===== config.mk =====
export PLATFORM = sky130hd
export DESIGN_NAME = fra_queue
export DESIGN_NICKNAME = d
export VERILOG_FILES = /design/src/design/fra_pkg.sv /design/src/design/fra_queue.sv
export SDC_FILE = /design/constraint.sdc
export NUM_CORES = 1
export LEC_CHECK = 0
export ABC_AREA = 1
export BUFFER_PORTS_ARGS = -buffer_cell sky130_fd_sc_hd__buf_2
export CORE_MARGIN = 5
export CORE_UTILIZATION = 56
export DETAILED_ROUTE_END_ITERATION = 12
export GPL_ROUTABILITY_DRIVEN = 0
export GPL_TIMING_DRIVEN = 0
export PLACE_DENSITY = 0.92
export SETUP_SLACK_MARGIN = 0.5
export SYNTH_ARGS = -nofsm -noshare
export SYNTH_HDL_FRONTEND = slang
export SYNTH_SLANG_ARGS = --single-unit

===== constraint.sdc =====
create_clock -name clk_i -period 6.9 [get_ports clk_i]
set_input_delay 0.345 -clock clk_i [delete_from_list [all_inputs] [get_ports clk_i]]
set_output_delay 0.345 -clock clk_i [all_outputs]
set_load 0.02 [all_outputs]

===== src/design/fra_pkg.sv =====
// Shared types, constants and sizes of the fragment reassembly tracker.
package fra_pkg;

  localparam int MAX_SLOTS      = 4;
  localparam int MAX_PACKETS    = 1024;
  localparam int SLOT_W         = (MAX_SLOTS > 1) ? $clog2(MAX_SLOTS) : 1;
  localparam int TOT_W          = $clog2(MAX_PACKETS + 1);
  localparam int WORD_BITS      = 64;
  localparam int BIT_W          = 6;
  localparam int ROWS_PER_SLOT  = (MAX_PACKETS + WORD_BITS - 1) / WORD_BITS;
  localparam int NUM_ROWS       = MAX_SLOTS * ROWS_PER_SLOT;
  localparam int RSEL_W         = (ROWS_PER_SLOT > 1) ? $clog2(ROWS_PER_SLOT) : 1;
  localparam int ROW_W          = (NUM_ROWS > 1) ? $clog2(NUM_ROWS) : 1;
  localparam logic [31:0] FREE_ID = 32'hFFFF_FFFF;

  typedef enum logic [1:0] {
    CFG_MAGIC  = 2'd0,
    CFG_STRIDE = 2'd1,
    CFG_HEADER = 2'd2
  } cfg_idx_e;

  typedef enum logic [2:0] {
    ST_ACCEPTED  = 3'd0,
    ST_SHORT     = 3'd1,
    ST_BAD_MAGIC = 3'd2,
    ST_BAD_INDEX = 3'd3,
    ST_TRUNCATED = 3'd4,
    ST_DUPLICATE = 3'd5,
    ST_OVERRUN   = 3'd6,
    ST_TOO_MANY  = 3'd7
  } status_e;

  typedef enum logic [1:0] {
    BK_IDLE,
    BK_LOOK,
    BK_CHECK
  } back_state_e;

  typedef struct packed {
    status_e     pre;
    logic [31:0] fid;
    logic [15:0] idx;
    logic [15:0] tot;
    logic [15:0] w;
    logic [15:0] h;
    logic [31:0] pay;
    logic [31:0] fbytes;
  } item_t;

  typedef struct packed {
    status_e     status;
    logic [1:0]  slot;
    logic [31:0] offset;
    logic [15:0] length;
    logic        done;
    logic [31:0] done_fid;
    logic [15:0] done_w;
    logic [15:0] done_h;
    logic [31:0] done_bytes;
  } result_t;

endpackage


===== src/design/fra_queue.sv =====
// Two-entry queue of classified items between front and back.
module fra_queue
  import fra_pkg::*;
(
  input  logic  clk_i,
  input  logic  rst_ni,
  input  logic  push_i,
  input  item_t push_item_i,
  output logic  full_o,
  input  logic  pop_i,
  output logic  valid_o,
  output item_t head_o
);

  item_t      ent_q [2];
  logic       wptr_q, wptr_d, rptr_q, rptr_d;
  logic [1:0] cnt_q, cnt_d;

  assign full_o  = (cnt_q == 2'd2);
  assign valid_o = (cnt_q != 2'd0);
  assign head_o  = ent_q[rptr_q];

  always_comb begin
    wptr_d = wptr_q ^ push_i;
    rptr_d = rptr_q ^ pop_i;
    cnt_d  = cnt_q + {1'b0, push_i} - {1'b0, pop_i};
  end

  always_ff @(posedge clk_i or negedge rst_ni) begin
    if (!rst_ni) begin
      wptr_q <= 1'b0;
      rptr_q <= 1'b0;
      cnt_q  <= 2'd0;
    end else begin
      wptr_q <= wptr_d;
      rptr_q <= rptr_d;
      cnt_q  <= cnt_d;
    end
  end

  always_ff @(posedge clk_i) begin
    if (push_i) begin
      ent_q[wptr_q] <= push_item_i;
    end
  end

endmodule


# Word-level counts from Yosys, hierarchy flattened
# Memories as Yosys holds them, arrays and structs flattened.
# Cells that the tools add are included.
# Widths: inputs -> output; s select.
# op_classes
add_sub_neg,2
eq_ne,1
muxes,2
n_bitwise,2
n_reduce_logical,1
# op_table
op,n
$add 2x1->2,1
$eq 2x2->1 const B,1
$mux 1,2
$reduce_bool 2->1,1
$sub 2x1->2,1
$xor 1x1->1,2
# totals
register_bits,4
ramBits,326
input_bits,167
out_inout_bits,165
word_cells,12
memories,1
# memory_table
memory,words,word_bits,read_ports,rd_clocked_by_memory_dff,write_ports,line_no,rtl
ent_q,2,163,1,0,1,fra_queue.sv:15,item_t ent_q [2];

# Logic depth before layout (Yosys ltp)
# Gate-level depths: netlist of run 1.
# depth
word_depth,2
ltp_mapped,7

# Worst setup path after synthesis of run 1
# OpenSTA, ideal clock, no wires.
# synth_timing
kind,reg-to-reg
start,register wptr_q
end,memory ent_q[0][0] in the netlist's numbering (enable)
setup_ns,0.544
arrival_ns,4.199
setup_slack_ns,2.158
path_stages_with_launch,3
n_path_buf,0
period_less_slack_ns,4.742
path_cell_list,dfrtp_1 > inv_1 > ha_1
# synth_rtl
element,line_no,rtl
start: declaration,fra_queue.sv:16,"logic wptr_q, wptr_d, rptr_q, rptr_d;"
start signal: assignment,fra_queue.sv:35,wptr_q <= wptr_d;
end: declaration,fra_queue.sv:15,
# Straight into the memory's write port.

==> results of run 1 <==
## worst paths after layout
| path | start | to | slack (ps) | depth (start not counted) |
|---|---|---|---|---|
| max | rptr_q | head_o[5] | 4550 | 5 |
| min | push_item_i[35] | ent_q[1][35] | 30 | 1 |
| max reg2reg | wptr_q | ent_q[0][94] | 4910 | 3 |
| min reg2reg | cnt_q[1] | cnt_q[1] | 630 | 3 |
| max in group asynchronous | rst_ni | wptr_q | 6570 | 2 |
| min in group asynchronous | rst_ni | cnt_q[0] | 210 | 2 |
## layout by cell type (no fill, tap or decap)
master | Yosys | layout
clkbuf_1 | 11 | 21
clkinv_4 | 0 | 1
ha_4 | 0 | 2
dfrtp_1 | 4 | 4
buf_4 | 1 | 1
o21ai_0 | 113 | 113
clkinv_2 | 0 | 7
nand2_1 | 169 | 169
nand3_1 | 1 | 1
xor2_1 | 1 | 1
buf_6 | 11 | 11
buf_2 | 13 | 344
dlygate4sd3_1 | 0 | 1
ha_1 | 4 | 2
buf_12 | 0 | 1
nor2_1 | 1 | 1
clkinv_1 | 0 | 3
diode_2 | 0 | 1
buf_16 | 0 | 4
clkinvlp_4 | 0 | 1
bufinv_16 | 0 | 2
o21ai_1 | 50 | 50
edfxtp_1 | 326 | 326
clkbuf_16 | 0 | 37
inv_1 | 170 | 170
## final cells by class
class	count	area, sq um
Multi-Input combinational cell	339	1540
Clock buffer	47	963
Timing Repair Buffer	337	1800
Tap cell	280	350
Clock inverter	14	123
Fill cell	1394	6140
Inverter	170	638
Buffer	36	238
Antenna cell	1	2.50
Sequential cell	330	9890
## per-layer routing
layer  wire [microns]  global-route usage, %  vias to the layer above  share of wire [%]
met5               76                      0                        -               0.26
met4              929                   7.68                       12                3.2
met3             2840                   6.83                       80                9.7
met2            15200                   40.9                      376                 52
met1            10100                   26.5                     3786                 35
li1                 -                      -                     3710                  -
## through the flow
step / setup WS (ps) / total power [mW] / utilization, %
after floorplan: 2160 / 4.32 / -
after global placement: 217 / 5.22 / 65.9
after detailed placement: 4870 / 5.26 / 66.6
after CTS: 4480 / 7.04 / 71.7
after global routing: 4390 / 7.33 / 71.7
final: 4550 / 6.97 / 71.7
## power by group
group          internal (mW)  total (mW)  switching, mW  leakage [nW]
sequential              2.66        2.75         0.0929          3.11
clock                   1.05        1.76          0.711         0.532
combinational          0.713        2.46           1.75          3.07
## cells by family (layout without fill, tap and decap cells)
group	count (synthesis)	count (layout)	share of synthesized area, %
simple gates	171	171	5.24
flops	330	330	80.5
compound gates	163	163	6.64
fa+ha+maj	4	4	0.407
xor+xnor	1	1	0.0713
other cells	0	1	0
buf+inv	206	604	7.13
## state kept, by name, indices dropped and copies added, names as in the netlist
name    cells
cnt_q       2
ent_q     326
wptr_q      1
rptr_q      1
## worst register-to-register path, delay by kind of cell, from the launching register on
kind       cells  cell delay (ps)
buf+inv        2              450
flops          1              410
fa+ha+maj      1              740
==> metrics, run 1 <==
CP required=approximately 6600 ps; Port Buffers=331; TritonCTS Buffers=34; share of layout cells above drive strength 1=32.3%; Mapped Cells=875; setup TNS=0 ps; Via-to-Cell Ratio=5.12; synth unique cells=14; Leak Pwr=6.71 nW; Initial Util=56.6%; maximum clock insertion buffer count=3; post-CTS setup buffers=0; pwr/cell area=449 nW/um^2; RSZ-0062 raised after global routing=no; crit path buf inv count=3; Final Hold Viols=0; vias in the first global route=8214; Worst Tran Pin Value=895 ps; mapped cell area=between 10000 and 15000 sq um; #FFs+latches synth=330; fin. max-slew vios=0; delay-heaviest family, CP=buffers and inverters; CP dominant cell by count=buf_2; synth-to-layout area growth=26.5%; antenna violations before repair=8; Tcrit/Tclk final=34.0%; Via Count=7964; Worst Skew=9.56 ps; area fraction of the dominant cell type after synthesis=79.7%; CP cell instances=buf_2 > buf_2 > nand2_1 > o21ai_0 > buf_2; Clock Tree Root=clkbuf_16; Clk pin slew, worst setup/hold paths=60 ps; Post-synth ARST share=1.21%; top-count cell post-synth=edfxtp_1; post-synth net total=1046; Seq/Total Area, Yosys=80.5%; drt first-iter violations=508; first-pass GRT wire length=44100 microns; post-CTS resize count=0; Post-Syn Area per Cell=about 14 sq um; fin nets=1419; clk sinks=330; Setup crit start kind=register; Routed WL per cell=18.8 microns; slowest cell on the critical path=dfrtp_1; max incr delay on CP=350 ps; H-tree levels=2; Synth area leader=edfxtp_1; Fin Hold WS=33.0 ps; DIE AREA=25000 sq um; CTS tree=built; Overflow after GRT=0; Peak VDD IR=0.342 mV; First-pass DRT Iterations=5; crit path DAT=roughly 2000 ps; max-cap violation count=0; Fmax=~430 MHz; chip height=around 160 microns; critical path type=register to output pin; Post-DP HPWL=roughly 20000 microns; Post-synth EDFFs=between 300 and 400; core area=21700 sq um; Final setup viols=0; Post-DP Area=roughly 14000 sq um; Die X-Extent=approximately 160 microns; Final ANT Viol Nets=0; maximum fanout along the worst path=10; largest net degree at the start of global routing=61; total track usage=22.9%; crit end category=output pin; hold_buf cts=1; slew margin rel.=between 40% and 50%; DR DRC count=0; top cells by count, synth=edfxtp_1, inv_1, nand2_1; Finished Layout Cells=1554; status=complete, no violations; Main synth FF type=edfxtp_1; I/O pins=roughly 330; site row count=54; Worst Hold Class=primary input to register; Cell Count Post-Placement=1491; synth warn=0; WL final=29100 microns; post-route cell area=15500 sq um; Synth area leaders=edfxtp_1, inv_1, nand2_1; worst-skew pair later-pin latency=500 ps; Final Critical Period=approximately 2300 ps
(Power assumes the default switching activity.)
==> inputs of run 2 (changes only) <==
- CORE_UTILIZATION: 56 -> 47
- PLACE_DENSITY: 0.92 -> 0.84
- clock period: 6.9 -> 2.06 ns (I/O delays scaled with it)
==> metrics, run 2 (synthesis results as in run 1) <==
status=complete, no violations (unchanged); worst-skew pair later-pin latency=500 ps (about the same); total power=28.4 mW (was 6.97 mW); most frequent cells in the layout=edfxtp_1, buf_2, inv_1, dlygate4sd3_1, nand2_1 (was buf_2, edfxtp_1, inv_1, nand2_1, o21ai_0); crit path DAT=1770 ps (was 2000 ps); CP startpoint=rptr_q (unchanged); Clock Tree Root=clkbuf_16 (unchanged); RSZ-0062 raised after global routing=yes (was no); maximum clock insertion buffer count=3 (unchanged); crit end category=output pin (unchanged); First-pass DRT Iterations=5 (unchanged); Final setup viols=0 (unchanged); fin nets=1607 (was 1419); Setup crit start kind=register (unchanged); Via-to-Cell Ratio=5.10 (was 5.12); hold depth=2 (was 1); Port Buffers=331 (unchanged); Initial Util=47.4% (was 56.6%); Tcrit/Tclk final=between 90% and 100%; number of flip-flops in the largest register=326 (unchanged); largest net degree at the start of global routing=67 (was 61); max-cap violation count=0 (unchanged); Via Count=9172 (was 7964); clk sinks=330 (unchanged); chip height=172 microns (was 158 microns); H-tree levels=2 (unchanged); Finished Layout Cells=1798 (was 1554); Critical R2R Capture=ent_q[0][77] (was ent_q[0][94]); R2R Setup Slk=590 ps (was 4910 ps); R2R cell count=3 (unchanged); Cell Count Post-Placement=1545 (was 1491); Hold Path End=ent_q[0][152] (was ent_q[1][35]); setup ws final=183 ps (was 4550 ps); share of layout cells above drive strength 1=39.3% (was 32.3%); Reg power frac=33.0% (was 39.4%); pre-CTS setup slack=164 ps (was 4870 ps); Fmax=between 500 and 600 MHz; vias in the first global route=9581 (was 8214); synth-to-layout area growth=57.0% (was 26.5%); Final Critical Period=between 1500 and 2000 ps; CP required=1960 ps (was 6550 ps); Final Hold Viols=0 (unchanged); critical path type=register to output pin (unchanged); site row count=59 (was 54); Clk pin slew, worst setup/hold paths=60 ps (about the same); Overflow after GRT=0 (unchanged); TritonCTS Buffers=34 (unchanged); maximum fanout along the worst path=10 (unchanged); Worst Hold Class=primary input to register (unchanged); Worst Skew=16.1 ps (was 9.56 ps); Internal Power=17.9 mW (was 4.42 mW); Clock Power Share=20.9% (was 25.3%); Psw=10.5 mW (was 2.55 mW); Comb power frac=46.1% (was 35.3%); fin. max-slew vios=0 (unchanged); Fin Hold WS=324 ps (was 33.0 ps); most common cell after layout, fill and taps aside=edfxtp_1 (was buf_2); R2R Path Start=wptr_q (unchanged); slew margin rel.=76.3% (was 40.3%); Worst Tran Pin Value=355 ps (was 895 ps); Leak Pwr=8.17 nW (was 6.71 nW); WL final=38900 microns (was 29100 microns); total track usage=23.0% (was 22.9%); DIE AREA=29500 sq um (was 25000 sq um); I/O pins=332 (unchanged); biggest regs=ent_q (326), cnt_q (2) (unchanged); Peak VDD IR=1.18 mV (was 0.342 mV); Final ANT Viol Nets=0 (unchanged); Largest Register=ent_q (unchanged); critical hold path startpoint=push_item_i[152] (was push_item_i[35]); Post-DP HPWL=19600 microns (was 20200 microns); Die X-Extent=172 microns (was 158 microns); pwr/cell area=1470 nW/um^2 (was 449 nW/um^2); core area=25900 sq um (was 21700 sq um); switching portion of total power=37.0% (was 36.6%); CTS tree=built (unchanged); first-pass GRT wire length=51700 microns (was 44100 microns); DR DRC count=0 (unchanged); drt first-iter violations=696 (was 508); Routed WL per cell=21.6 microns (was 18.8 microns); antenna violations before repair=5 (was 8)
[run 2: cell types whose count changed in the layout (fill, tap and decap cells not counted), sizes merged]
cell / before / now
diode: 1 / 4
clkbuf: 58 / 62
inv: 170 / 171
dlygate4sd3: 1 / 167
buf: 361 / 376
[run 2: layout make-up]
| class | instances | area [sq um] |
|---|---|---|
| Sequential cell | 330 | 9890 |
| Multi-Input combinational cell | 339 | 2250 |
| Antenna cell | 4 | 10.0 |
| Tap cell | 335 | 419 |
| Clock inverter | 15 | 136 |
| Clock buffer | 44 | 920 |
| Fill cell | 1431 | 6630 |
| Timing Repair Buffer | 525 | 4500 |
| Inverter | 170 | 638 |
| Buffer | 36 | 510 |
[run 2: power groups by stage]
stage	Sequential, mW	Clock [mW]	Combinational, mW
3_5_place_dp	9.34	0	8.25
5_1_grt	9.43	6.33	13.8
2_1_floorplan	9.30	0	5.00
4_1_cts	9.22	5.95	10.2
3_3_place_gp	9.36	0	7.96
6_report	9.36	5.94	13.1
[run 2: what timing repair did]
| action | in CTS | in global routing |
|---|---|---|
| hold endpoints to repair | 333 | 0 |
| setup buffers | 3 | 5 |
| resized for setup | 246 | 311 |
| setup endpoints to repair | 400 | 457 |
| hold buffers | 167 | 0 |
| pin swaps | 6 | 16 |
| gates cloned | 2 | 13 |
[run 2: worst max-delay path by stage]
stage	endpoint	slack, ps	cells past startpoint
5_1_grt	head_o[62]	100	6
6_report	head_o[62]	180	6
3_5_place_dp	ent_q[0][133]	160	3
4_1_cts	head_o[106]	200	6
3_3_place_gp	ent_q[0][94]	-660	2
2_1_floorplan	ent_q[0][0]	-40	2
[run 2: worst max-delay path: stages (launching register included)]
cell and delay, ps:
dfrtp_2 460, buf_12 170, buf_16 150, buf_12 150, nand2_1 60, o21ai_0 90, buf_2 190
[run 2: per-layer routing]
layer	GRT usage, %	vias up	routed length, microns
met4	10.3	2	1590
met3	5.84	109	3210
met2	42.1	506	20600
met1	25.0	4451	13500
met5	0	-	13
li1	-	4104	-
[run 2: through the flow]
stage               utilization, %  setup TNS [ps]  cell area [sq um]
CTS                           69.3               0              17900
detailed placement            55.9               0              14500
finish                        74.4               0              19300
global route                  74.4               0              19300
floorplan                        -           -7150              12300
global placement              55.5         -195400              14400
