### src/design/fra_pkg.sv
// Shared types, constants and sizes of the fragment reassembly tracker.
package fra_pkg;

  localparam int MAX_SLOTS      = 4;
  localparam int MAX_PACKETS    = 1024;
  localparam int SLOT_W         = (MAX_SLOTS > 1) ? $clog2(MAX_SLOTS) : 1;
  localparam int TOT_W          = $clog2(MAX_PACKETS + 1);
  localparam int WORD_BITS      = 64;
  localparam int BIT_W          = 6;
  localparam int ROWS_PER_SLOT  = (MAX_PACKETS + WORD_BITS - 1) / WORD_BITS;
  localparam int NUM_ROWS       = MAX_SLOTS * ROWS_PER_SLOT;
  localparam int RSEL_W         = (ROWS_PER_SLOT > 1) ? $clog2(ROWS_PER_SLOT) : 1;
  localparam int ROW_W          = (NUM_ROWS > 1) ? $clog2(NUM_ROWS) : 1;
  localparam logic [31:0] FREE_ID = 32'hFFFF_FFFF;

  typedef enum logic [1:0] {
    CFG_MAGIC  = 2'd0,
    CFG_STRIDE = 2'd1,
    CFG_HEADER = 2'd2
  } cfg_idx_e;

  typedef enum logic [2:0] {
    ST_ACCEPTED  = 3'd0,
    ST_SHORT     = 3'd1,
    ST_BAD_MAGIC = 3'd2,
    ST_BAD_INDEX = 3'd3,
    ST_TRUNCATED = 3'd4,
    ST_DUPLICATE = 3'd5,
    ST_OVERRUN   = 3'd6,
    ST_TOO_MANY  = 3'd7
  } status_e;

  typedef enum logic [1:0] {
    BK_IDLE,
    BK_LOOK,
    BK_CHECK
  } back_state_e;

  typedef struct packed {
    status_e     pre;
    logic [31:0] fid;
    logic [15:0] idx;
    logic [15:0] tot;
    logic [15:0] w;
    logic [15:0] h;
    logic [31:0] pay;
    logic [31:0] fbytes;
  } item_t;

  typedef struct packed {
    status_e     status;
    logic [1:0]  slot;
    logic [31:0] offset;
    logic [15:0] length;
    logic        done;
    logic [31:0] done_fid;
    logic [15:0] done_w;
    logic [15:0] done_h;
    logic [31:0] done_bytes;
  } result_t;

endpackage

### src/design/fra_front.sv
// Front end: header checks and classification of each incoming item.
module fra_front
  import fra_pkg::*;
(
  input  logic [15:0] packet_length_i,
  input  logic [31:0] magic_word_i,
  input  logic [31:0] frame_number_i,
  input  logic [15:0] packet_index_i,
  input  logic [15:0] packet_total_i,
  input  logic [15:0] frame_width_i,
  input  logic [15:0] frame_height_i,
  input  logic [31:0] payload_bytes_i,
  input  logic [31:0] frame_bytes_i,
  input  logic [31:0] magic_i,
  input  logic [7:0]  header_i,
  output item_t       item_o
);

  logic [32:0] need;

  assign need = {25'd0, header_i} + {1'b0, payload_bytes_i};

  always_comb begin
    item_o.fid    = frame_number_i;
    item_o.idx    = packet_index_i;
    item_o.tot    = packet_total_i;
    item_o.w      = frame_width_i;
    item_o.h      = frame_height_i;
    item_o.pay    = payload_bytes_i;
    item_o.fbytes = frame_bytes_i;
    if (packet_length_i < {8'd0, header_i}) begin
      item_o.pre = ST_SHORT;
    end else if (magic_word_i != magic_i) begin
      item_o.pre = ST_BAD_MAGIC;
    end else if (packet_index_i >= packet_total_i) begin
      item_o.pre = ST_BAD_INDEX;
    end else if ({17'd0, packet_length_i} < need) begin
      item_o.pre = ST_TRUNCATED;
    end else if ({16'd0, packet_total_i} > 32'(MAX_PACKETS)) begin
      item_o.pre = ST_TOO_MANY;
    end else begin
      item_o.pre = ST_ACCEPTED;
    end
  end

endmodule

### config.mk
export PLATFORM = sky130hd
export DESIGN_NAME = fra_front
export DESIGN_NICKNAME = d
export VERILOG_FILES = /design/src/design/fra_pkg.sv /design/src/design/fra_front.sv
export SDC_FILE = /design/constraint.sdc
export NUM_CORES = 1
export LEC_CHECK = 0
export BUFFER_PORTS_ARGS = -buffer_cell sky130_fd_sc_hd__buf_4
export CORE_AREA = 2 2 158 160
export DETAILED_ROUTE_END_ITERATION = 6
export DIE_AREA = 0 0 160 162
export PLACE_DENSITY = 0.45
export SETUP_SLACK_MARGIN = 0.05
export SLEW_MARGIN = 30
export SYNTH_ARGS = -nofsm -noshare
export SYNTH_HDL_FRONTEND = slang
export SYNTH_SLANG_ARGS = --single-unit
### constraint.sdc
create_clock -name vclk -period 6.19
set_input_delay 0.619 -clock vclk [all_inputs]
set_output_delay 0.619 -clock vclk [all_outputs]
set_load 0.01 [all_outputs]
* Word level (Yosys, flattened, before mapping)
Index checks and enable logic that the tools add are counted.
Storage, ports and cells: register bits after elaboration 0, bits of input ports 248, output and inout port bits 163, logic and storage cells 11
Cells by class: $add $sub $neg 1, $lt $le $gt $ge 4, eq/ne operators 1, multiplexer cells 5
Operators by type and width (count):
- 8-bit by 32-bit adder with 33-bit output | 1
- 16-bit by 33-bit < comparator with 1-bit output | 1
- 32-bit != test | 1
- 16-bit >= comparator | 1
- 16-bit by 11-bit > comparator with 1-bit output, second input constant | 1
- 16-bit by 8-bit < comparator with 1-bit output | 1
- 3-bit two-way mux | 5

* Logic depth before layout (Yosys ltp)
Gate-level depths: netlist (run 1).
depth in word-level cells 6, gate-level depth with buffers 15, depth with buffers taken out 15

* Least setup slack after synthesis (run 1)
No wires, ideal clock.
path kind input to output, start point input port payload_bytes_i[6], end point output port item_o[162] (netlist bit), arrival time 3317 ps, required time 5571 ps, path slack 2254 ps, stages 15, cell sequence ha_1 -> a211oi_1 -> o22ai_1 -> or2_2 -> buf_2 -> nand3_1 -> xor2_1 -> ha_1 -> o21ai_0 -> nand2b_1 -> a21oi_1 -> a21oi_1 -> o2111ai_1 -> and4b_1 -> a311oi_1
RTL lines:
- start: declaration | line fra_front.sv:12 | input logic [31:0] payload_bytes_i,
- end: declaration | line fra_front.sv:16 | output item_t item_o

==> impl_metrics.csv, run 1 <==
group,metric,value,unit
timing,setup_tns,0,ns
outcome,status,"finished, final reports clean",
floorplanning,die_x,160,um
routing,drc,0,
layout,seq_cells,0,
power_and_ir_drop,clkPwrFrac,0,%
global_route,grt_start_max_net_pins,11,
job,drv_cap,0,
floorplanning,die_y,162,um
routing,ant_nets,0,
layout,diodes,0,
routing,drtPass1Iterations,4,
setup_path,crit_type,"in2out",
floorplanning,die-area,25900,sq um
global_route,antenna_found_initial,0,
layout,areaGrowthSynthToFinish,23.9,%
power_and_ir_drop,p_int,154,uW
power_and_ir_drop,seq_power_share,0,%
routing,drt_wl_total,12500,um
floorplanning,ios,411,
timing,hold_ws,1.24,ns
synth,ys_warn_count,0,
setup_path,cp-end-kind,"output port",
power_and_ir_drop,power_switching,139,uW
layout,final_common_cell,"buf_4",
setup_path,required,5.57,ns
setup_path,startpoint_type,"input port",
setup_path,cp_cell_sequence,"buf_4 -> ha_1 -> fa_1 -> a211oi_2 -> o21ai_0 -> a21o_2 -> a21oi_1 -> xor2_1 -> ha_1 -> nand2_1 -> nor2_1 -> nand2_1 -> o21ai_0 -> and3_1 -> nand4_1 -> o2bb2ai_1 -> buf_4",
power_and_ir_drop,p_leak,0.00211,uW
floorplanning,core_region_area,24100,sq um
layout,final_cell_mix,"219 x buf_4, 46 x ha_1, 43 x xor2_1",
layout,drive_gt1_share,43.9,%
layout,n_clock_buffer,0,
floorplanning,start_util,14.5,%
timing,hold_viol,0,
layout,register_area,0,sq um
power_and_ir_drop,switching_share,47.5,%
synth,synthDistinctLibCells,58,
clock_network,cts_resized,0,
timing,worst_slew_pin_slew,0.514,ns
setup_path,cp-endpoint,"item_o[161]",
timing,min_period_over_period,72.2,%
global_route,gr-total-overflow,0,
routing,vias,3279,
layout,fillers,2760,
synth,avgSynthCellArea,7.45,sq um
layout,fin_nets,825,
synth,synth_area,3510,sq um
routing,wl_per_cell,14.7,um
timing,drv_slew,0,
timing,setup_violations,0,
layout,multiInputGateArea,2200,sq um
floorplanning,rows,57,
timing,relSlewSlack,65.8,%
routing,viasPerCell,3.85,
setup_path,worst_path_max_delay_cell,"fa_1",
timing,rsz0062_at_grt,"false",
global_route,track_usage,8.81,%
power_and_ir_drop,power_frac_comb,100.0,%
setup_path,path_max_fanout,3,
global_route,grt_pass1_vias,3280,
power_and_ir_drop,ir_drop,0.0155,mV
setup_path,crit_arrival,3.85,ns
global_route,grt_pass1_wl,18100,um
power_and_ir_drop,p_per_area,67.5,nW/um^2
setup_path,startpoint,"payload_bytes_i[0]",
placement,place.gp.congestion,0.756,
placement,dp_hpwl,11500,um
setup_path,cpPeakStageDelay,0.44,ns
routing,drt-initial-drc-count,70,
placement,io_buffer_count,219,
timing,max_freq,224,MHz
timing,period_minus_slack,4.47,ns
clock_network,post_cts_buffers,0,
synth,syn-num-nets,766,
clock_network,hold_buffers,0,
synth,ys_seq_area_share,0,%
worst_hold_path,hold_path.class,"in2out",
synth,synthCells,471,
## final cells by class
type	instances	share of cell area (%)
Inverter	25	2.16
Tap cell	324	9.33
Timing Repair Buffer	219	37.8
Multi-Input combinational cell	284	50.7
## cells in the mapped netlist (2+ instances only)
master / instances / area (sq um)
and2_1: 2 / 12.5
nor4_1: 11 / 68.8
mux2i_1: 2 / 20.0
a21o_1: 9 / 67.6
nand2_1: 15 / 56.3
a22oi_1: 2 / 15.0
a211oi_1: 3 / 22.5
o22ai_1: 2 / 12.5
or3_1: 2 / 12.5
xnor2_1: 6 / 52.6
ha_1: 46 / 576
inv_1: 25 / 93.8
xor2_1: 43 / 377
and3_1: 5 / 31.3
a41oi_1: 3 / 26.3
o2111ai_1: 2 / 17.5
nor2_1: 12 / 45.0
nand3_1: 11 / 55.1
o21ai_0: 14 / 70.1
nand2b_1: 5 / 31.3
or2_2: 3 / 18.8
and4_1: 2 / 17.5
o211ai_1: 8 / 60.1
a31oi_1: 2 / 12.5
nor3_1: 8 / 40.0
nor2b_1: 3 / 18.8
a21oi_1: 22 / 110
nand4_1: 14 / 87.6
buf_4: 160 / 1200
## power by group through the flow
stage	combinational, uW	sequential [uW]	clock [uW]
floorplan	224	0	0
global placement	297	0	0
detailed placement	297	0	0
CTS	299	0	0
global route	330	0	0
finish	293	0	0
## critical path, delay by kind of cell
| kind | cells | cell delay (ns) |
|---|---|---|
| adders and majority gates | 3 | 0.96 |
| buffers and inverters | 2 | 0.25 |
| AOI/OAI and AO/OA | 6 | 1.30 |
| xor gates and xnor gates | 1 | 0.10 |
| and+or+nand+nor | 5 | 0.61 |
## how the worst min path moves through the flow
stage                                  from     endpoint  slack (ns)  cells past startpoint
after floorplan            frame_bytes_i[0]    item_o[0]        1.33                      1
after global placement    frame_bytes_i[12]   item_o[12]        1.24                      0
after detailed placement  frame_bytes_i[12]   item_o[12]        1.24                      0
after CTS                 frame_bytes_i[12]   item_o[12]        1.24                      0
after global routing      frame_number_i[2]  item_o[130]        1.24                      0
final                     frame_number_i[2]  item_o[130]        1.24                      0
## metal layers
metal  wire [um]  up-vias  GRT usage (%)
met5           0        -              0
met4         401        0           2.74
met1        5260     1460           11.4
li1            -     1622              -
met2        5830      151           14.5
met3        1030       46           2.02
## metrics by stage
stage	utilization (%)	power, uW	std cells	area, sq um	setup WS [ns]
after floorplan	-	224	471	3510	2.25
after global placement	18.0	297	852	4350	1.72
after detailed placement	18.0	297	852	4350	1.68
after CTS	18.0	299	852	4350	1.66
after global routing	18.0	330	852	4350	1.37
final	18.0	293	852	4350	1.72
## kinds of logic (layout without fill, tap and decap cells)
| group | count (synthesis) | in the layout | synth area share [%] |
|---|---|---|---|
| adders and majority gates | 47 | 47 | 17.0 |
| xor gates and xnor gates | 49 | 49 | 12.2 |
| and+or+nand+nor | 103 | 103 | 16.9 |
| buffers and inverters | 187 | 244 | 37.2 |
| AOI/OAI and AO/OA | 82 | 82 | 15.7 |
| muxes | 3 | 3 | 0.892 |
(Power assumes the default switching activity.)
==> run 2, diff against run 1 <==
--- a/config.mk
+++ b/config.mk
@@ -6,10 +6,10 @@
 export NUM_CORES = 1
 export LEC_CHECK = 0
 export BUFFER_PORTS_ARGS = -buffer_cell sky130_fd_sc_hd__buf_4
-export CORE_AREA = 2 2 158 160
+export CORE_AREA = 2 2 159 161
 export DETAILED_ROUTE_END_ITERATION = 6
-export DIE_AREA = 0 0 160 162
-export PLACE_DENSITY = 0.45
+export DIE_AREA = 0 0 161 163
+export PLACE_DENSITY = 0.44
 export SETUP_SLACK_MARGIN = 0.05
 export SLEW_MARGIN = 30
 export SYNTH_ARGS = -nofsm -noshare
==> constraint.sdc (replaced) <==
create_clock -name vclk -period 4.2
set_input_delay 0.42 -clock vclk [all_inputs]
set_output_delay 0.42 -clock vclk [all_outputs]
set_load 0.01 [all_outputs]
==> run 2 against run 1 <==
Worst hold slack worse by 0.40 ns. Sequential cell count stayed put. Combinational power is 50% higher. Total power is 50% higher. Sequential share of layout area stayed put. Critical path depth stayed put.
==> impl_metrics.csv, run 2 (synthesis gave the netlist of run 1 again) <==
group,metric,value,unit
timing,setup_tns,0,ns
outcome,status,"finished, final reports clean",
routing,drc,0,
job,drv_cap,0,
placement,io_buffer_count,219,
global_route,gr-total-overflow,0,
power_and_ir_drop,p_int,232,uW
layout,diodes,0,
layout,final_area,4410,sq um
layout,fin_nets,830,
power_and_ir_drop,ir_drop,0.0259,mV
floorplanning,core_region_area,24700,sq um
worst_hold_path,hold_path.class,"in2out",
floorplanning,ios,411,
power_and_ir_drop,power_switching,208,uW
layout,register_area,0,sq um
layout,seq_cells,0,
placement,pre_cts_slack,0.0316,ns
global_route,track_usage,8.65,%
placement,postPlaceCellArea,4390,sq um
timing,fin_ws,0.250,ns
routing,wl_per_cell,14.7,um
placement,dp_hpwl,11600,um
global_route,grt_start_max_net_pins,11,
power_and_ir_drop,p_leak,0.00214,uW
layout,final_common_cell,"buf_4",
timing,worst_slew_pin_slew,0.415,ns
routing,drt-initial-drc-count,80,
power_and_ir_drop,switching_share,47.3,%
layout,drive_gt1_share,45.0,%
layout,final_cell_mix,"224 x buf_4, 46 x ha_1, 43 x xor2_1",
timing,rsz0062_at_grt,"false",
routing,vias,3229,
global_route,antenna_found_initial,0,
power_and_ir_drop,seq_power_share,0,%
floorplanning,die_y,163,um
power_and_ir_drop,power_frac_comb,100.0,%
setup_path,cp-end-kind,"output port",
routing,drtPass1Iterations,4,
global_route,grt_pass1_wl,17700,um
power_and_ir_drop,p_per_area,99.9,nW/um^2
timing,drv_slew,0,
floorplanning,die_x,161,um
floorplanning,start_util,14.2,%
layout,postLayoutCoreUtil,17.9,%
setup_path,crit_arrival,3.53,ns
setup_path,required,3.78,ns
layout,areaGrowthSynthToFinish,25.7,%
routing,viasPerCell,3.74,
layout,n_clock_buffer,0,
layout,final_cell_count_no_fill,863,
routing,drt_wl_total,12600,um
global_route,grt_pass1_vias,3107,
timing,period_minus_slack,3.95,ns
setup_path,crit_type,"in2out",
timing,hold_viol,0,
timing,setup_violations,0,
timing,max_freq,253,MHz
floorplanning,die-area,26200,sq um
setup_path,startpoint_type,"input port",
power_and_ir_drop,clkPwrFrac,0,%
floorplanning,rows,58,
placement,place.gp.congestion,0.738,
placement,placed_cells,863,
routing,ant_nets,0,
setup_path,path_max_fanout,4,
timing,relSlewSlack,71.6,%
timing,min_period_over_period,94.0,%
-- run 2: cell count changes in the layout (fill, tap and decap cells not counted) --
cell and change:
a311oi_1 -1, o21ai_0 -1, o21ai_2 +1, buf_4 +5
o2bb2ai_1 -1, a311oi_2 +1, o2bb2ai_2 +1
-- run 2: final timing paths --
path / startpoint / to / slack (ns) / cells past startpoint
max: payload_bytes_i[0] / item_o[162] / 0.25 / 17
min: frame_number_i[19] / item_o[147] / 0.84 / 0
-- run 2: what timing repair did --
action | CTS | global route
hold endpoints to repair | 0 | 0
buffers inserted | 0 | 0
endpoints found under the setup margin | 1 | 2
resized for setup | 1 | 3
hold buffers | 0 | 0
-- run 2: metrics by stage --
stage | total power [uW] | hold WS, ns
2_1_floorplan | 331 | 0.932
3_3_place_gp | 443 | 0.840
3_5_place_dp | 444 | 0.840
4_1_cts | 446 | 0.840
5_1_grt | 493 | 0.840
6_report | 440 | 0.840
-- run 2: critical path, stage by stage --
cell and delay (ns):
buf_4 0.11, ha_1 0.24, fa_1 0.44, a211oi_2 0.24, o211ai_1 0.13, buf_4 0.17
and3_1 0.20, xnor2_1 0.14, ha_1 0.28, o21ai_0 0.08, nand2b_1 0.08, a21oi_1 0.18
a21oi_1 0.08, o2111ai_1 0.09, and4b_1 0.22, a311oi_2 0.25, buf_4 0.18
-- run 2: area by class of cell --
type | count | area, sq um
fill | 2848 | 20300
multi-input combinational | 284 | 2220
timing repair buffer | 224 | 1680
tap | 330 | 413
inverter | 25 | 93.8
-- run 2: power by group through the flow --
| stage | Clock, uW | Combinational (uW) | Sequential, uW |
|---|---|---|---|
| after global routing | 0 | 493 | 0 |
| after floorplan | 0 | 331 | 0 |
| final | 0 | 440 | 0 |
| after detailed placement | 0 | 444 | 0 |
| after CTS | 0 | 446 | 0 |
| after global placement | 0 | 443 | 0 |
-- run 2: routing by layer --
metal	vias to the layer above	track usage (%)	routed length (um)
li1	1635	-	-
met1	1398	11.5	5520
met2	158	13.8	5760
met3	38	2.29	1000
met4	0	2.39	367
met5	-	0	0
==> run 3, diff against run 2 <==
--- a/config.mk
+++ b/config.mk
@@ -5,11 +5,12 @@
 export SDC_FILE = /design/constraint.sdc
 export NUM_CORES = 1
 export LEC_CHECK = 0
+export ABC_AREA = 1
 export BUFFER_PORTS_ARGS = -buffer_cell sky130_fd_sc_hd__buf_4
-export CORE_AREA = 2 2 159 161
+export CORE_AREA = 2 2 158 160
 export DETAILED_ROUTE_END_ITERATION = 6
-export DIE_AREA = 0 0 161 163
-export PLACE_DENSITY = 0.44
+export DIE_AREA = 0 0 160 162
+export PLACE_DENSITY = 0.48
 export SETUP_SLACK_MARGIN = 0.05
 export SLEW_MARGIN = 30
 export SYNTH_ARGS = -nofsm -noshare
==> constraint.sdc (replaced) <==
create_clock -name vclk -period 4.23
set_input_delay 0.423 -clock vclk [all_inputs]
set_output_delay 0.423 -clock vclk [all_outputs]
set_load 0.01 [all_outputs]
==> run 3 against run 2 <==
Area after synthesis grew 19%. Core utilization increased by 3.0 points. Wire length up 26%. Cell count rose by 26%. Synthesized cell count is 49% higher.
==> impl_metrics.csv, run 3 <==
group,metric,value,unit
worst_hold_path,hold_end,"item_o[130]",
setup_path,cp-end-kind,"output port",
clock_network,hold_buffers,0,
timing,max_freq,259,MHz
synth,synthCells,701,
synth,yosysTopAreaCell,"buf_4",
floorplanning,die_x,160,um
floorplanning,rows,57,
placement,place.gp.congestion,0.820,
placement,io_buffer_count,219,
routing,drtPass1Iterations,4,
floorplanning,die_y,162,um
job,drv_cap,0,
routing,viasPerCell,3.90,
timing,worst_slew_pin_slew,0.559,ns
timing,setup_tns,0,ns
layout,final_common_cell,"buf_4",
layout,drive_gt1_share,35.0,%
synth,ys_top_cells_by_area,"buf_4 29%, nand2_1 15%, ha_1 14%",
timing,rsz0062_at_grt,"false",
clock_network,post_cts_buffers,0,
floorplanning,core_region_area,24100,sq um
timing,period_minus_slack,3.85,ns
setup_path,path_max_fanout,4,
timing,drv_slew,0,
global_route,track_usage,11.6,%
layout,fillers,2877,
global_route,grt_pass1_vias,4204,
synth,yosysMostFrequentCell,"nand2_1",
synth,ys_warn_count,0,
clock_network,cts_resized,0,
power_and_ir_drop,p_per_area,97.4,nW/um^2
worst_hold_path,hold_path.class,"in2out",
synth,synthDistinctLibCells,31,
layout,postLayoutCoreUtil,20.9,%
routing,drc,0,
layout,seq_cells,0,
timing,setup_violations,0,
synth,synth_area,4180,sq um
global_route,grt_start_max_net_pins,8,
floorplanning,die-area,25900,sq um
layout,register_area,0,sq um
timing,min_period_over_period,91.1,%
layout,fin_nets,1057,
global_route,grt_pass1_wl,23300,um
layout,n_clock_buffer,0,
floorplanning,start_util,17.4,%
setup_path,crit_type,"in2out",
timing,relSlewSlack,62.3,%
setup_path,startpoint_type,"input port",
routing,vias,4235,
placement,dp_hpwl,14900,um
layout,areaGrowthSynthToFinish,20.4,%
global_route,gr-total-overflow,0,
routing,ant_nets,0,
worst_hold_path,hold_depth,0,
timing,hold_viol,0,
power_and_ir_drop,ir_drop,0.0333,mV
synth,netlist.area_leader.share,28.7,%
synth,synth_common_cells,"168 x nand2_1, 160 x buf_4, 82 x inv_1",
worst_hold_path,hold_path_startpoint,"frame_number_i[2]",
outcome,status,"finished, final reports clean",
synth,ys_seq_area_share,0,%
layout,final_cell_mix,"219 x buf_4, 167 x nand2_1, 82 x inv_1",
synth,syn-num-nets,996,
setup_path,crit_arrival,3.43,ns
routing,drt-initial-drc-count,164,
floorplanning,ios,411,
routing,wl_per_cell,14.6,um
global_route,antenna_found_initial,1,
routing,drt_wl_total,15900,um
synth,avgSynthCellArea,5.97,sq um
power_and_ir_drop,p_leak,0.00268,uW
setup_path,required,3.81,ns
[run 3: cell types whose count changed after synthesis, sizes merged, moves of 4 or more]
cell and delta:
nand2 +165, nand3 +33, xnor2 +36, nand2b -5, xor2 -42, nor2 +52
a21o -10, inv +66, o211ai -5, o21ai -10, nor4 -8, and3 -4
[run 3: metal layers]
metal / global-route usage (%) / wire length (um) / share of wire (%) / vias up
li1: - / - / - / 2163
met1: 14.0 / 6540 / 41 / 1844
met2: 20.9 / 7690 / 48 / 186
met3: 2.25 / 1210 / 7.6 / 42
met4: 3.15 / 456 / 2.9 / 0
met5: 0 / 0 / 0 / -
[run 3: cell type report]
type                       instances  area [sq um]  share of cell area (%)
timing repair buffer             219          1640                    32.6
tap                              324           405                    8.05
multi-input combinational        449          2640                    52.4
inverter                          92           345                    6.86
antenna                            1          2.50                  0.0497
[run 3: critical path, cell delays in order]
cell	delay (ns)
buf_4	0.11
ha_1	0.25
fa_1	0.43
nand3_1	0.10
nand3_1	0.18
nand2_1	0.11
nand2_1	0.13
xnor2_1	0.16
ha_1	0.29
nand2_1	0.07
nor2_1	0.10
nand2_1	0.06
nand2_1	0.06
nand2_1	0.05
nand2_1	0.06
nand2_1	0.05
nand2_1	0.06
nand2_1	0.06
nand2_2	0.12
inv_1	0.07
nor2_2	0.11
nand3_1	0.10
a21oi_2	0.15
buf_4	0.14
[run 3: where the power goes]
part / internal [uW] / switching [uW]
logic: 242 / 249
clock network: 0.0000317 / 0
registers: 0 / 0
total: 242 / 249
[run 3: cell families (layout without fill, tap and decap cells)]
group	count (synthesis)	in the layout	share of synthesized area [%]
and+or+nand+nor	327	327	35.5
buffers and inverters	252	311	37.0
adders and majority gates	47	47	14.2
xor gates and xnor gates	43	43	9.00
AOI/OAI and AO/OA	32	32	4.31
other	0	1	0
[run 3: per-stage QoR]
step	instances	power [uW]	cell area [sq um]	hold slack [ns]	worst slack, ns
floorplan	701	378	4180	0.938	1.01
global placement	1084	495	5030	0.846	0.331
detailed placement	1084	497	5030	0.846	0.289
CTS	1084	499	5030	0.846	0.283
global route	1085	555	5040	0.846	0.0793
finish	1085	491	5040	0.846	0.376
[run 3: worst max path at each step]
stage                  startpoint          end  cells past startpoint  slack (ns)
2_1_floorplan  payload_bytes_i[0]  item_o[162]                     23        1.01
3_3_place_gp   payload_bytes_i[0]  item_o[162]                     25        0.33
3_5_place_dp   payload_bytes_i[0]  item_o[161]                     24        0.29
4_1_cts        payload_bytes_i[0]  item_o[161]                     24        0.28
5_1_grt        payload_bytes_i[0]  item_o[162]                     25        0.08
6_report       payload_bytes_i[0]  item_o[161]                     24        0.38
